File: src/hw/rtl/adc_position_conditioner_unit_assert.svh
// Assertion macros shared by the position conditioner RTL.
`ifndef ADC_POSITION_CONDITIONER_UNIT_ASSERT_SVH
`define ADC_POSITION_CONDITIONER_UNIT_ASSERT_SVH

// Condition must hold on every clock edge outside reset.
`define APCU_ASSERT_ALWAYS(label, clk, rst_n, cond, msg) \
	label: assert property (@(posedge clk) disable iff (!rst_n) (cond)) else $error(msg);

// Consequent must hold in the same cycle as the antecedent.
`define APCU_ASSERT_IMPLIES(label, clk, rst_n, ante, cons, msg) \
	label: assert property (@(posedge clk) disable iff (!rst_n) (ante) |-> (cons)) else $error(msg);

// Consequent must hold in the cycle after the antecedent.
`define APCU_ASSERT_NEXT(label, clk, rst_n, ante, cons, msg) \
	label: assert property (@(posedge clk) disable iff (!rst_n) (ante) |=> (cons)) else $error(msg);

`endif

File: src/hw/rtl/apcu_pkg.sv
// Shared types and constants of the ADC position conditioner.
package apcu_pkg;

	localparam int unsigned SAMPLE_BITS_DEF = 12;
	localparam int unsigned RAW_W           = 12;

	localparam logic [16:0] Q16_ONE    = 17'h10000;
	localparam logic [21:0] VEL_LIMIT  = 22'd1000000;
	localparam logic [13:0] ROM_SCALE  = 14'd10000;
	localparam logic [13:0] MS_PER_S   = 14'd1000;
	localparam logic [8:0]  ALPHA_ONE  = 9'd256;
	localparam logic [4:0]  NORM_ITERS = 5'd17;
	localparam logic [4:0]  VEL_ITERS  = 5'd22;

	// register reset values
	localparam logic [15:0] RST_INTERVAL = 16'd10;
	localparam logic [8:0]  RST_ALPHA    = 9'd64;
	localparam logic        RST_AUTO     = 1'b1;
	localparam logic        RST_INVERT   = 1'b0;
	localparam logic [11:0] RST_STROKE   = 12'd500;
	localparam logic [11:0] RST_CAL_LO   = 12'd0;
	localparam logic [11:0] RST_CAL_HI   = 12'd4095;

	typedef enum logic [2:0] {
		REG_INTERVAL,
		REG_ALPHA,
		REG_AUTO,
		REG_INVERT,
		REG_STROKE,
		REG_CAL_LO,
		REG_CAL_HI
	} reg_idx_t;

	typedef enum logic {
		ALU_MUL,
		ALU_DIV
	} alu_op_t;

	// command to the serial arithmetic unit
	typedef struct packed {
		logic               start;
		alu_op_t            op;
		logic signed [31:0] mul_a;
		logic [13:0]        mul_b;
		logic [31:0]        div_rem;
		logic [21:0]        div_dvd;
		logic [31:0]        div_den;
		logic [4:0]         div_iters;
	} alu_ctl_t;

	typedef struct packed {
		logic               busy;
		logic               done;
		logic signed [31:0] product;
		logic [21:0]        quotient;
	} alu_stat_t;

endpackage

File: src/hw/rtl/apcu_serial_alu.sv
// Bit-serial shift-add multiplier and restoring divider, one bit per cycle.
module apcu_serial_alu (
	input  logic                clk,
	input  logic                arst_n,
	input  apcu_pkg::alu_ctl_t  ctl,
	output apcu_pkg::alu_stat_t stat
);

	logic               busy_q;
	logic               done_q;
	apcu_pkg::alu_op_t  op_q;
	logic signed [31:0] acc_q;
	logic signed [31:0] a_q;
	logic [13:0]        b_q;
	logic [31:0]        rem_q;
	logic [31:0]        den_q;
	logic [21:0]        dvd_q;
	logic [21:0]        quo_q;
	logic [4:0]         cnt_q;

	logic [32:0] rem_sh;
	logic [32:0] rem_diff;
	logic        rem_ge;

	always_comb begin
		rem_sh   = {rem_q, dvd_q[21]};
		rem_diff = rem_sh - {1'b0, den_q};
		rem_ge   = (rem_sh >= {1'b0, den_q});
	end

	always_ff @(posedge clk or negedge arst_n) begin
		if (!arst_n) begin
			busy_q <= 1'b0;
			done_q <= 1'b0;
			op_q   <= apcu_pkg::ALU_MUL;
			acc_q  <= '0;
			a_q    <= '0;
			b_q    <= '0;
			rem_q  <= '0;
			den_q  <= '0;
			dvd_q  <= '0;
			quo_q  <= '0;
			cnt_q  <= '0;
		end else begin
			done_q <= 1'b0;
			if (ctl.start) begin
				busy_q <= 1'b1;
				op_q   <= ctl.op;
				acc_q  <= '0;
				a_q    <= ctl.mul_a;
				b_q    <= ctl.mul_b;
				rem_q  <= ctl.div_rem;
				den_q  <= ctl.div_den;
				dvd_q  <= ctl.div_dvd;
				quo_q  <= '0;
				cnt_q  <= ctl.div_iters;
			end else if (busy_q) begin
				case (op_q)
					apcu_pkg::ALU_MUL: begin
						if (b_q == '0) begin
							busy_q <= 1'b0;
							done_q <= 1'b1;
						end else begin
							if (b_q[0])
								acc_q <= acc_q + a_q;
							a_q <= a_q <<< 1;
							b_q <= b_q >> 1;
						end
					end
					apcu_pkg::ALU_DIV: begin
						if (cnt_q == '0) begin
							busy_q <= 1'b0;
							done_q <= 1'b1;
						end else begin
							rem_q <= rem_ge ? rem_diff[31:0] : rem_sh[31:0];
							quo_q <= {quo_q[20:0], rem_ge};
							dvd_q <= {dvd_q[20:0], 1'b0};
							cnt_q <= cnt_q - 5'd1;
						end
					end
					default: busy_q <= 1'b0;
				endcase
			end
		end
	end

	always_comb begin
		stat.busy     = busy_q;
		stat.done     = done_q;
		stat.product  = acc_q;
		stat.quotient = quo_q;
	end

endmodule

File: src/hw/rtl/adc_position_conditioner_unit.sv
// Top level of the ADC position conditioner: EMA filter, auto-range, position and velocity.
//
// Channel   Direction  Handshake                 Payload
// s_*       in         s_tvalid/s_tready         now_ms, raw_sample
// m_*       out        m_tvalid/m_tready         sample_taken in tuser, results in tdata
// apb       in/out     psel/penable/pwrite       7 registers at byte address 4*index
//
// A taken sample spends nearly all of its processing in the shared bit-serial
// multiply/divide unit (one bit per cycle): one filter multiply, two 17-step
// normalizing divides (skipped when the result clamps), three scale multiplies,
// a velocity multiply and a 22-step velocity divide; multiply length follows the
// multiplier bits (alpha, stroke). An ignored sample (too soon after the last one)
// passes through the done state to the output register without using that unit.
// One sample is in flight at a time; the output register holds a finished
// transaction so the next sample can be taken while the sink stalls.
// Reset clears all state at once; there is no clearing pass.
`include "adc_position_conditioner_unit_assert.svh"

module adc_position_conditioner_unit #(
	parameter int unsigned SAMPLE_BITS = apcu_pkg::SAMPLE_BITS_DEF
) (
	input  logic        clk,
	input  logic        arst_n,
	// sample input
	input  logic        s_tvalid,
	output logic        s_tready,
	input  logic [47:0] s_tdata,   // [31:0] now_ms, [43:32] raw_sample, rest zero
	// result output
	output logic        m_tvalid,
	input  logic        m_tready,
	output logic [95:0] m_tdata,   // [19:0] filtered_value, [39:20] position,
	                               // [53:40] rom_percent_instant, [67:54] rom_percent,
	                               // [88:68] velocity (signed), rest zero
	output logic [0:0]  m_tuser,   // [0] sample_taken
	// register port
	input  logic        psel,
	input  logic        penable,
	input  logic        pwrite,
	input  logic [4:0]  paddr,
	input  logic [31:0] pwdata,
	output logic [31:0] prdata,
	output logic        pready
);

	// Only the low SAMPLE_BITS of the converter word are meaningful.
	localparam int unsigned RawKeep =
		(SAMPLE_BITS < apcu_pkg::RAW_W) ? SAMPLE_BITS : apcu_pkg::RAW_W;
	localparam logic [11:0] RawMask = 12'((33'd1 << RawKeep) - 33'd1);

	typedef enum logic [4:0] {
		S_IDLE,
		S_FILT_START,
		S_FILT_WAIT,
		S_RANGE,
		S_SPAN,
		S_NI_START,
		S_NI_WAIT,
		S_NF_START,
		S_NF_WAIT,
		S_POS_START,
		S_POS_WAIT,
		S_RI_START,
		S_RI_WAIT,
		S_RF_START,
		S_RF_WAIT,
		S_VM_START,
		S_VM_WAIT,
		S_VD_START,
		S_VD_WAIT,
		S_DONE
	} state_t;

	function automatic logic [16:0] orient(input logic [16:0] n, input logic flip);
		orient = flip ? (apcu_pkg::Q16_ONE - n) : n;
	endfunction

	// configuration registers
	logic [15:0] interval_q;
	logic [8:0]  alpha_q;
	logic        auto_q;
	logic        inv_q;
	logic [11:0] stroke_q;
	logic [11:0] cal_lo_q;
	logic [11:0] cal_hi_q;

	// sequencer and per-sample working state
	state_t      state_q;
	logic [31:0] last_time_q;
	logic [19:0] filt_q;
	logic        seeded_q;
	logic [11:0] min_q;
	logic [11:0] max_q;
	logic [19:0] last_pos_q;
	logic [11:0] raw_q;
	logic [31:0] dt_q;
	logic        taken_q;
	logic [11:0] span_q;
	logic [16:0] n_i_q;
	logic [16:0] n_f_q;
	logic [19:0] pos_q;
	logic [13:0] rom_i_q;
	logic [13:0] rom_f_q;
	logic [20:0] vel_q;
	logic        neg_q;

	apcu_pkg::alu_ctl_t  alu_ctl;
	apcu_pkg::alu_stat_t alu_stat;

	apcu_pkg::reg_idx_t reg_idx;
	logic               apb_wr;
	logic [11:0]        cal_lo_nx;
	logic [11:0]        cal_hi_nx;
	logic [11:0]        cal_min_nx;
	logic [11:0]        cal_max_nx;

	logic [31:0]        in_now;
	logic [11:0]        in_raw;
	logic [31:0]        dt;
	logic               skip;
	logic [8:0]         alpha_sat;
	logic [11:0]        stroke_eff;
	logic [11:0]        trunc;

	logic [19:0]        norm_x;
	logic signed [20:0] norm_num;
	logic               norm_pos;
	logic [27:0]        norm_dvd;
	logic               norm_ovf;
	logic [16:0]        norm_fast;
	logic [16:0]        q17;
	logic [16:0]        div_n;

	logic signed [20:0] filt_diff;
	logic signed [31:0] filt_step;
	logic signed [31:0] filt_sum;
	logic [19:0]        filt_new;

	logic [31:0]        prod_u;
	logic [31:0]        prod_rnd8;
	logic [31:0]        prod_rnd16;

	logic signed [20:0] vel_diff;
	logic [20:0]        vel_abs;
	logic [21:0]        vel_lim;
	logic [20:0]        vel_new;

	assign pready   = 1'b1;
	assign s_tready = (state_q == S_IDLE);

	// register access: index is the word address, byte offset ignored
	always_comb begin
		reg_idx    = apcu_pkg::reg_idx_t'(paddr[4:2]);
		apb_wr     = psel & penable & pwrite & pready;
		cal_lo_nx  = (reg_idx == apcu_pkg::REG_CAL_LO) ? pwdata[11:0] : cal_lo_q;
		cal_hi_nx  = (reg_idx == apcu_pkg::REG_CAL_HI) ? pwdata[11:0] : cal_hi_q;
		cal_min_nx = (cal_lo_nx < cal_hi_nx) ? cal_lo_nx : cal_hi_nx;
		cal_max_nx = (cal_lo_nx < cal_hi_nx) ? cal_hi_nx : cal_lo_nx;
	end

	always_comb begin
		case (reg_idx)
			apcu_pkg::REG_INTERVAL: prdata = {16'b0, interval_q};
			apcu_pkg::REG_ALPHA:    prdata = {23'b0, alpha_q};
			apcu_pkg::REG_AUTO:     prdata = {31'b0, auto_q};
			apcu_pkg::REG_INVERT:   prdata = {31'b0, inv_q};
			apcu_pkg::REG_STROKE:   prdata = {20'b0, stroke_q};
			apcu_pkg::REG_CAL_LO:   prdata = {20'b0, cal_lo_q};
			apcu_pkg::REG_CAL_HI:   prdata = {20'b0, cal_hi_q};
			default:                prdata = '0;
		endcase
	end

	always_ff @(posedge clk or negedge arst_n) begin
		if (!arst_n) begin
			interval_q <= apcu_pkg::RST_INTERVAL;
			alpha_q    <= apcu_pkg::RST_ALPHA;
			auto_q     <= apcu_pkg::RST_AUTO;
			inv_q      <= apcu_pkg::RST_INVERT;
			stroke_q   <= apcu_pkg::RST_STROKE;
			cal_lo_q   <= apcu_pkg::RST_CAL_LO;
			cal_hi_q   <= apcu_pkg::RST_CAL_HI;
		end else if (apb_wr) begin
			case (reg_idx)
				apcu_pkg::REG_INTERVAL: interval_q <= pwdata[15:0];
				apcu_pkg::REG_ALPHA:    alpha_q    <= pwdata[8:0];
				apcu_pkg::REG_AUTO:     auto_q     <= pwdata[0];
				apcu_pkg::REG_INVERT:   inv_q      <= pwdata[0];
				apcu_pkg::REG_STROKE:   stroke_q   <= pwdata[11:0];
				apcu_pkg::REG_CAL_LO:   cal_lo_q   <= pwdata[11:0];
				apcu_pkg::REG_CAL_HI:   cal_hi_q   <= pwdata[11:0];
				default: ;
			endcase
		end
	end

	// input decode and rate gate (time distance wraps modulo 2^32)
	always_comb begin
		in_now     = s_tdata[31:0];
		in_raw     = s_tdata[43:32] & RawMask;
		dt         = in_now - last_time_q;
		skip       = (dt < {16'b0, interval_q});
		alpha_sat  = (alpha_q > apcu_pkg::ALPHA_ONE) ? apcu_pkg::ALPHA_ONE : alpha_q;
		stroke_eff = (stroke_q == '0) ? 12'd1 : stroke_q;
		trunc      = filt_q[19:8];
	end

	// Normalization setup: n = floor((x - min*256) * 256 / span), clamped to 0 .. 1.0.
	// Quotient fits in 17 bits exactly when the top dividend bits stay below span.
	always_comb begin
		norm_x    = (state_q == S_NI_START) ? {raw_q, 8'b0} : filt_q;
		norm_num  = $signed({1'b0, norm_x}) - $signed({1'b0, min_q, 8'b0});
		norm_pos  = !norm_num[20] && (norm_num != '0);
		norm_dvd  = {norm_num[19:0], 8'b0};
		norm_ovf  = ({1'b0, norm_dvd[27:17]} >= span_q);
		norm_fast = norm_pos ? apcu_pkg::Q16_ONE : '0;
		q17       = alu_stat.quotient[16:0];
		div_n     = (q17 > apcu_pkg::Q16_ONE) ? apcu_pkg::Q16_ONE : q17;
	end

	// EMA update written as f + (alpha*(R - f) + 128) >> 8, R = raw << 8
	always_comb begin
		filt_diff = $signed({1'b0, raw_q, 8'b0}) - $signed({1'b0, filt_q});
		filt_step = (alu_stat.product + 32'sd128) >>> 8;
		filt_sum  = filt_step + $signed({12'b0, filt_q});
		filt_new  = filt_sum[19:0];
	end

	always_comb begin
		prod_u     = alu_stat.product;
		prod_rnd8  = prod_u + 32'd128;
		prod_rnd16 = prod_u + 32'd32768;
		vel_diff   = $signed({1'b0, pos_q}) - $signed({1'b0, last_pos_q});
		vel_abs    = vel_diff[20] ? -vel_diff : vel_diff;
		vel_lim    = (alu_stat.quotient > apcu_pkg::VEL_LIMIT) ?
			apcu_pkg::VEL_LIMIT : alu_stat.quotient;
		vel_new    = neg_q ? (21'd0 - vel_lim[20:0]) : vel_lim[20:0];
	end

	// commands to the serial unit, issued from the start states only
	always_comb begin
		alu_ctl = '0;
		case (state_q)
			S_FILT_START: begin
				alu_ctl.start = 1'b1;
				alu_ctl.op    = apcu_pkg::ALU_MUL;
				alu_ctl.mul_a = {{11{filt_diff[20]}}, filt_diff};
				alu_ctl.mul_b = {5'b0, alpha_sat};
			end
			S_NI_START, S_NF_START: begin
				alu_ctl.start     = norm_pos && !norm_ovf;
				alu_ctl.op        = apcu_pkg::ALU_DIV;
				alu_ctl.div_rem   = {21'b0, norm_dvd[27:17]};
				alu_ctl.div_dvd   = {norm_dvd[16:0], 5'b0};
				alu_ctl.div_den   = {20'b0, span_q};
				alu_ctl.div_iters = apcu_pkg::NORM_ITERS;
			end
			S_POS_START: begin
				alu_ctl.start = 1'b1;
				alu_ctl.op    = apcu_pkg::ALU_MUL;
				alu_ctl.mul_a = {15'b0, n_f_q};
				alu_ctl.mul_b = {2'b0, stroke_eff};
			end
			S_RI_START: begin
				alu_ctl.start = 1'b1;
				alu_ctl.op    = apcu_pkg::ALU_MUL;
				alu_ctl.mul_a = {15'b0, n_i_q};
				alu_ctl.mul_b = apcu_pkg::ROM_SCALE;
			end
			S_RF_START: begin
				alu_ctl.start = 1'b1;
				alu_ctl.op    = apcu_pkg::ALU_MUL;
				alu_ctl.mul_a = {15'b0, n_f_q};
				alu_ctl.mul_b = apcu_pkg::ROM_SCALE;
			end
			S_VM_START: begin
				alu_ctl.start = 1'b1;
				alu_ctl.op    = apcu_pkg::ALU_MUL;
				alu_ctl.mul_a = {12'b0, vel_abs[19:0]};
				alu_ctl.mul_b = apcu_pkg::MS_PER_S;
			end
			S_VD_START: begin
				// |diff|*1000/(256*dt) == floor(|diff|*1000/256) / dt
				alu_ctl.start     = 1'b1;
				alu_ctl.op        = apcu_pkg::ALU_DIV;
				alu_ctl.div_rem   = '0;
				alu_ctl.div_dvd   = prod_u[29:8];
				alu_ctl.div_den   = dt_q;
				alu_ctl.div_iters = apcu_pkg::VEL_ITERS;
			end
			default: ;
		endcase
	end

	apcu_serial_alu u_alu (
		.clk    (clk),
		.arst_n (arst_n),
		.ctl    (alu_ctl),
		.stat   (alu_stat)
	);

	// sequencer, working state and output register
	always_ff @(posedge clk or negedge arst_n) begin
		if (!arst_n) begin
			state_q     <= S_IDLE;
			last_time_q <= '0;
			filt_q      <= '0;
			seeded_q    <= 1'b0;
			min_q       <= apcu_pkg::RST_CAL_LO;
			max_q       <= apcu_pkg::RST_CAL_HI;
			last_pos_q  <= '0;
			raw_q       <= '0;
			dt_q        <= '0;
			taken_q     <= 1'b0;
			span_q      <= 12'd1;
			n_i_q       <= '0;
			n_f_q       <= '0;
			pos_q       <= '0;
			rom_i_q     <= '0;
			rom_f_q     <= '0;
			vel_q       <= '0;
			neg_q       <= 1'b0;
			m_tvalid    <= 1'b0;
			m_tuser     <= '0;
			m_tdata     <= '0;
		end else begin
			// in S_DONE the load below handles the handshake itself
			if (m_tvalid && m_tready && state_q != S_DONE)
				m_tvalid <= 1'b0;
			// calibration write reloads the tracked limits
			if (apb_wr && (reg_idx == apcu_pkg::REG_CAL_LO || reg_idx == apcu_pkg::REG_CAL_HI)) begin
				min_q <= cal_min_nx;
				max_q <= cal_max_nx;
			end
			case (state_q)
				S_IDLE: if (s_tvalid) begin
					raw_q <= in_raw;
					if (skip) begin
						taken_q <= 1'b0;
						state_q <= S_DONE;
					end else begin
						taken_q     <= 1'b1;
						last_time_q <= in_now;
						dt_q        <= (dt == '0) ? 32'd1 : dt;
						if (seeded_q) begin
							state_q <= S_FILT_START;
						end else begin
							// first sample seeds the filter directly
							filt_q   <= {in_raw, 8'b0};
							seeded_q <= 1'b1;
							state_q  <= S_RANGE;
						end
					end
				end
				S_FILT_START: state_q <= S_FILT_WAIT;
				S_FILT_WAIT: if (alu_stat.done) begin
					filt_q  <= filt_new;
					state_q <= S_RANGE;
				end
				S_RANGE: begin
					if (auto_q) begin
						if (trunc < min_q)
							min_q <= trunc;
						if (trunc > max_q)
							max_q <= trunc;
					end
					state_q <= S_SPAN;
				end
				S_SPAN: begin
					span_q  <= (max_q > min_q) ? (max_q - min_q) : 12'd1;
					state_q <= S_NI_START;
				end
				S_NI_START: begin
					if (alu_ctl.start) begin
						state_q <= S_NI_WAIT;
					end else begin
						n_i_q   <= orient(norm_fast, inv_q);
						state_q <= S_NF_START;
					end
				end
				S_NI_WAIT: if (alu_stat.done) begin
					n_i_q   <= orient(div_n, inv_q);
					state_q <= S_NF_START;
				end
				S_NF_START: begin
					if (alu_ctl.start) begin
						state_q <= S_NF_WAIT;
					end else begin
						n_f_q   <= orient(norm_fast, inv_q);
						state_q <= S_POS_START;
					end
				end
				S_NF_WAIT: if (alu_stat.done) begin
					n_f_q   <= orient(div_n, inv_q);
					state_q <= S_POS_START;
				end
				S_POS_START: state_q <= S_POS_WAIT;
				S_POS_WAIT: if (alu_stat.done) begin
					pos_q   <= prod_rnd8[27:8];
					state_q <= S_RI_START;
				end
				S_RI_START: state_q <= S_RI_WAIT;
				S_RI_WAIT: if (alu_stat.done) begin
					rom_i_q <= prod_rnd16[29:16];
					state_q <= S_RF_START;
				end
				S_RF_START: state_q <= S_RF_WAIT;
				S_RF_WAIT: if (alu_stat.done) begin
					rom_f_q <= prod_rnd16[29:16];
					state_q <= S_VM_START;
				end
				S_VM_START: begin
					neg_q   <= vel_diff[20];
					state_q <= S_VM_WAIT;
				end
				S_VM_WAIT: if (alu_stat.done)
					state_q <= S_VD_START;
				S_VD_START: state_q <= S_VD_WAIT;
				S_VD_WAIT: if (alu_stat.done) begin
					vel_q      <= vel_new;
					last_pos_q <= pos_q;
					state_q    <= S_DONE;
				end
				S_DONE: if (!m_tvalid || m_tready) begin
					m_tvalid <= 1'b1;
					m_tuser  <= taken_q;
					m_tdata  <= taken_q ?
						{7'b0, vel_q, rom_f_q, rom_i_q, pos_q, filt_q} : '0;
					state_q  <= S_IDLE;
				end
				default: state_q <= S_IDLE;
			endcase
		end
	end

	`APCU_ASSERT_ALWAYS(a_range_order, clk, arst_n, min_q <= max_q, "tracked min above tracked max")
	`APCU_ASSERT_IMPLIES(a_skip_zero, clk, arst_n, m_tvalid && !m_tuser[0], m_tdata == '0, "ignored sample with nonzero result")
	`APCU_ASSERT_IMPLIES(a_vel_bound, clk, arst_n, m_tvalid && m_tuser[0], ($signed(m_tdata[88:68]) <= 21'sd1000000) && ($signed(m_tdata[88:68]) >= -21'sd1000000), "velocity outside saturation bounds")
	`APCU_ASSERT_IMPLIES(a_alu_free, clk, arst_n, alu_ctl.start, !alu_stat.busy, "serial unit started while busy")
	`APCU_ASSERT_NEXT(a_norm_bound, clk, arst_n, state_q == S_NF_WAIT && alu_stat.done, n_f_q <= apcu_pkg::Q16_ONE, "normalized value above one")

endmodule
File: config.mk
export PLATFORM = sky130hd
export DESIGN_NAME = adc_position_conditioner_unit
export DESIGN_NICKNAME = d
export VERILOG_FILES = /design/src/hw/rtl/apcu_pkg.sv /design/src/hw/rtl/apcu_serial_alu.sv /design/src/hw/rtl/adc_position_conditioner_unit.sv
export VERILOG_INCLUDE_DIRS = /design/src /design/src/hw/rtl
export SDC_FILE = /design/constraint.sdc
export NUM_CORES = 2
export LEC_CHECK = 0
export ABC_AREA = 1
export BUFFER_PORTS_ARGS = -buffer_cell sky130_fd_sc_hd__buf_2
export CAP_MARGIN = 20
export CORE_MARGIN = 2
export CORE_UTILIZATION = 36
export CTS_CLUSTER_SIZE = 20
export DETAILED_ROUTE_END_ITERATION = 7
export PLACE_DENSITY = 0.53
export SYNTH_ARGS = -nofsm -noshare
export SYNTH_HDL_FRONTEND = slang
export SYNTH_HIERARCHICAL = 1
export SYNTH_SLANG_ARGS = --single-unit
File: constraint.sdc
create_clock -name clk -period 4.3 [get_ports clk]
set_input_delay 0.43 -clock clk [delete_from_list [all_inputs] [get_ports clk]]
set_output_delay 0.43 -clock clk [all_outputs]
set_load 0.005 [all_outputs]
-- Word level (Yosys, flattened, before mapping)
Cells that the tools add are included.
- muxes and demuxes: 97
- eq/ne operators: 43
- add/sub/neg operators: 16
- $lt $le $gt $ge: 10
- reductions and logical operators: 44
- bitwise operators: 4
- operator list (operator ; count):
    $mux W32 ; 15
    $pmux W46 S5 ; 1
    $mux W22 ; 8
    $mux W12 ; 14
    $pmux W70 S2 ; 1
    $mux W20 ; 6
    $pmux W16 S7 ; 1
    $mux W17 ; 6
    $pmux W5 S20 ; 1
    $mux W89 ; 1
    $mux W5 ; 15
    $pmux W17 S2 ; 2
    $sub A32 B32 Y32 ; 2
    $sub A20 B20 Y21 ; 3
    $mux W14 ; 4
    $mux W21 ; 2
    $eq A5 B4 Y1 const B ; 8
    $pmux W20 S2 ; 1
    $sub A17 B17 Y17 const A ; 2
    $ge A33 B32 Y1 ; 1
    $add A32 B32 Y32 ; 1
    $logic_not A32 Y1 ; 1
    $lt A32 B16 Y1 ; 1
    $add A30 B16 Y30 const B ; 1
    other kinds (46) ; 116
- word-level logic and storage cells: 253
- output and inout bits: 132
- register bits after elaboration: 618
- bits of input ports: 92

-- Logic depth before layout (Yosys ltp)
- depth in word-level cells: 10
- mapped depth: 35
- gate-level depth less buffers: 32

-- Modules after synthesis
Netlist, hierarchy kept.
- modules (own cells, without submodules) (module ; sequential area each (um2) ; area each (um2) ; times used ; cells an instance):
    adc_position_conditioner_unit ; 10478.8 ; 29380.7 ; 1 ; 4352
    apcu_serial_alu ; 4854.7 ; 13047.5 ; 1 ; 1890

-- Least setup slack after synthesis
No wires, ideal clock.
- path kind: reg-to-reg
- from: reg state_q[4]
- to: reg u_alu.acc_q[19]
- path buffers: 4
- stages on the path, launching flop included: 32
- data required time: 4.182 ns
- library setup time: 0.118 ns
- data arrival time: 4.229 ns
- period minus slack after synthesis: 4.347 ns
- path slack: -0.047 ns
- path through: dfrtp_1 -> buf_2 -> nor3_2 -> nand2_2 -> clkbuf_1 -> nand2_1 -> o21ai_0 -> ha_1 -> fa_1 -> inv_1 -> nand3_1 -> nand2_1 -> nand2_1 -> nand2_1 -> xor2_1 -> ha_1 -> nand2_1 -> nor2_1 -> nor2_1 -> nand3_1 -> nand2_1 -> nand2_1 -> nor2_1 -> nand3_1 -> nand2_2 -> buf_2 -> inv_1 -> nand4_1 -> clkinv_1 -> buf_1 -> nand3_1 -> nand2_1
- RTL lines (element ; line ; source):
    from (decl) ; adc_position_conditioner_unit.sv:87 ; state_t state_q;
    from (signal assigned) ; adc_position_conditioner_unit.sv:304 ; state_q <= S_IDLE;
    from (signal assigned) ; adc_position_conditioner_unit.sv:339 ; state_q <= S_DONE;
    from (signal assigned) ; adc_position_conditioner_unit.sv:345 ; state_q <= S_FILT_START;
    to (signal assigned) ; apcu_serial_alu.sv:65 ; acc_q <= acc_q + a_q;
    to (decl) ; apcu_serial_alu.sv:12 ; logic signed [31:0] acc_q;

==> results_tabular.tex <==
\begin{tabular}{lr}
\hline
Metric & Value \\
\hline
\multicolumn{2}{l}{\textbf{Pwr}} \\
\quad Sw Pwr & 20.3 mW \\
\quad Clk network pwr share & around 17\% \\
\quad Leakage power figure & 26.4 nW \\
\quad Worst voltage drop across the vdd grid & between 0.3 and 0.4 mV \\
\quad Power per cell area & 824 mW/mm2 \\
\quad Internal Power & 20.9 mW \\
\quad Combinational group share of total power & 62.4\% \\
\quad Fraction of power consumed by sequential logic & 20.8\% \\
\quad Switching share of power & 49.3\% \\
\multicolumn{2}{l}{\textbf{Cells and area}} \\
\quad Fraction of final layout cells with drive strength greater than 1 & 10.9\% \\
\quad Area of the multi-input gates & 0.0227 mm2 \\
\quad Synth-to-Final Area Change & 18.8\% \\
\quad Nets & 6860 \\
\quad Area used by sequential logic in the layout & 0.0152 mm2 \\
\quad Utilization after layout & $\sim$43\% \\
\quad Filler cell count & approximately 12000 \\
\multicolumn{2}{l}{\textbf{Floorplanning}} \\
\quad Horizontal die dimension & 346 um \\
\quad Core region area & 0.116 mm2 \\
\quad Height of the die & 346 um \\
\quad Initial Util & around 36\% \\
\quad Cell Rows & around 130 \\
\quad Area enclosed by the die boundary & 0.120 mm2 \\
\quad Top Ports & 224 \\
\multicolumn{2}{l}{\textbf{STA}} \\
\quad Setup clock skew after layout & $\sim$0.035 ns \\
\quad Count of final setup violators & 0 \\
\quad Final number of hold-violating endpoints & 0 \\
\quad Upper clock frequency limit & $\sim$0.24 GHz \\
\quad Post-route clock period utilization & 98.9\% \\
\quad Shortest period the worst path allows & 4.25 ns \\
\quad RSZ-0062 raised after global routing & yes \\
\quad Worst hold margin & 0.0506 ns \\
\quad Total count of max-transition violations in the final report & 0 \\
\quad Least-Margin Pin Slew & about 1.1 ns \\
\quad Relative max-transition margin & 23.6\% \\
\multicolumn{2}{l}{\textbf{Detailed routing}} \\
\quad Number of design-rule violations left by the first detailed-router iteration & 3254 \\
\quad Average routed wire per standard cell & 18.1 um \\
\quad Final WL & approximately 150000 um \\
\quad First-pass iteration count of the detailed router & 8 \\
\quad Post-DRT Antenna Nets & 0 \\
\quad Remaining design rule violation count & 6 \\
\quad Count of vias placed by the detailed router & 40700 \\
\quad Vias per cell & 5.02 \\
\multicolumn{2}{l}{\textbf{Placement}} \\
\quad RePlAce Congestion & 0.939 \\
\quad Detailed placer's ending HPWL & $\sim$110000 um \\
\quad Port buffer count & about 180 \\
\multicolumn{2}{l}{\textbf{Critical path}} \\
\quad Cell repeated most along the worst path & nand2\_1 \\
\quad Buf+Inv Stages, Crit Path & 6 \\
\quad Depth of the critical timing path with buffers and inverters included & 27 \\
\quad Worst-path maximum fanout & 8 \\
\quad Worst path required time & between 4 and 5 ns \\
\quad Slack of the worst reg-to-reg path & 0.05 ns \\
\quad Startpoint of the worst register-to-register path & state\_q[3] \\
\quad Crit path capture & u\_alu/rem\_q[27] \\
\quad Worst setup path start & state\_q[3] \\
\quad Category of cells accounting for the largest share of critical-path delay & simple AND/OR/NAND/NOR gates \\
\quad Longest individual stage delay on the worst path & 0.41 ns \\
\quad Worst r2r path cells & 27 \\
\quad Worst Setup End Kind & register \\
\quad Crit path max-delay cell type & dfrtp\_1 \\
\quad Path type of the worst setup path & register to register \\
\quad Crit path DAT & 4.78 ns \\
\quad Reg-to-Reg End & u\_alu/rem\_q[27] \\
\quad Startpoint class of the critical path & register \\
\multicolumn{2}{l}{\textbf{Job}} \\
\quad Maxcap violations & 0 \\
\multicolumn{2}{l}{\textbf{GRT}} \\
\quad Overflow left after global routing & 0 \\
\quad Wire length of the first global-routing pass & 223000 um \\
\quad Pin count of the biggest net entering global routing & 107 \\
\quad Number of global-route vias before repair & 38200 \\
\quad Initial antenna violation count & 5 \\
\quad Overall fraction of global-route tracks in use & 23.5\% \\
\multicolumn{2}{l}{\textbf{Yosys}} \\
\quad Count of warnings emitted by yosys & 6 \\
\quad Number of standard cells after synthesis & 6198 \\
\quad Post-synthesis area per instance & approximately 6.8 um2 \\
\quad Synthesized area & around 0.042 mm2 \\
\multicolumn{2}{l}{\textbf{Clock network}} \\
\quad Num CTS Buffers & 78 \\
\quad CTS Sinks & between 600 and 700 \\
\quad Clock tree root buffer cell & clkbuf\_16 \\
\quad CTS H-tree lvls & 3 \\
\quad Deepest clock path buffer count & 3 \\
\quad Latest clock arrival within the worst-skew pair & 0.67 ns \\
\quad Clock tree from TritonCTS & built \\
\quad Clock edge transition at the registers on the reported setup and hold paths & roughly 0.05 ns \\
\multicolumn{2}{l}{\textbf{Status}} \\
\quad Status & complete, but fails checks \\
\quad Violated checks & DRC \\
\multicolumn{2}{l}{\textbf{Hold path}} \\
\quad Hold/Removal Path Class & primary input to register \\
\hline
\end{tabular}
[worst min path at each step]
stage / from / endpoint / slack [ns] / depth (start not counted)
floorplan: arst_n / alpha_q[0] / 0.13 / 0
global placement: n_i_q[6] / n_i_q[6] / 0.46 / 2
detailed placement: n_i_q[9] / n_i_q[9] / 0.46 / 2
CTS: pwdata[4] / stroke_q[4] / 0.02 / 3
global route: pwdata[8] / stroke_q[8] / 0.05 / 3
finish: pwdata[4] / stroke_q[4] / 0.05 / 3
[what timing repair did]
action | 4_1_cts | 5_1_grt
setup buffers | 10 | 15
gates cloned | 0 | 20
pin swaps | 12 | 52
hold endpoints to repair | 108 | 0
hold buffers | 36 | 0
gates resized for setup | 13 | 233
setup endpoints to repair | 66 | 222
[layout make-up]
type	count	area share, %
multi-input combinational	4402	45.5
tap	1524	3.81
antenna	1	0.00500
timing repair buffer	427	7.24
inverter	1009	7.65
sequential	607	30.4
clock buffer	109	4.44
clock inverter	35	0.970
[per-layer routing]
layer	part of all wire [%]	track usage (%)	vias up
li1	-	-	20500
met1	48	33.8	19000
met2	45	37.3	1020
met3	4.7	2.52	184
met4	2.6	6.38	2
met5	0.0061	0	-
[sequential cells by signal (all words and copies together), names as in the netlist, 22 cells and up]
| register | cells |
|---|---|
| u_alu/a_q | 30 |
| dt_q | 32 |
| u_alu/rem_q | 32 |
| u_alu/quo_q | 22 |
| u_alu/den_q | 32 |
| u_alu/dvd_q | 22 |
| u_alu/acc_q | 30 |
| m_tdata | 89 |
| last_time_q | 32 |
[worst min-delay path, stage by stage]
cell,delay [ns]
buf_2,0.14
nand2_1,0.07
o21ai_0,0.06
[cell usage in the layout (no fill, tap or decap), drive strengths merged, types with 28 or more instances in the layout]
master and instances:
a21oi 309, a22oi 28, buf 374, clkbuf 126
conb 47, dfrtp 572, dfstp 35, dlygate4sd3 36
ha 236, inv 1004, nand2 1885, nand3 367
nand4 65, nor2 477, nor3 50, o211ai 70
o21ai 531, o22ai 104, xor2 68
[power groups by stage]
stage	clock (mW)	sequential [mW]	combinational (mW)
finish	6.96	8.57	25.7
global route	7.37	8.73	28.8
CTS	7.15	8.52	23.5
detailed placement	0	8.60	23.2
global placement	0	8.60	23.0
floorplan	0	8.20	16.2
[through the flow]
| step | power, mW | setup TNS [ns] | instances | setup slack (ns) | area [um2] |
|---|---|---|---|---|---|
| after floorplan | 24.4 | 0 | 6243 | 0.0166 | 42300 |
| after global placement | 31.6 | -0.713 | 7887 | -0.0317 | 45600 |
| after detailed placement | 31.8 | -2.00 | 7888 | -0.0818 | 45600 |
| after CTS | 39.2 | 0 | 8078 | 0.0121 | 48800 |
| after global routing | 44.9 | -8.36 | 8113 | -0.138 | 50000 |
| final | 41.3 | 0 | 8114 | 0.0484 | 50000 |
No activity file was read; power rests on OpenSTA's default activity.
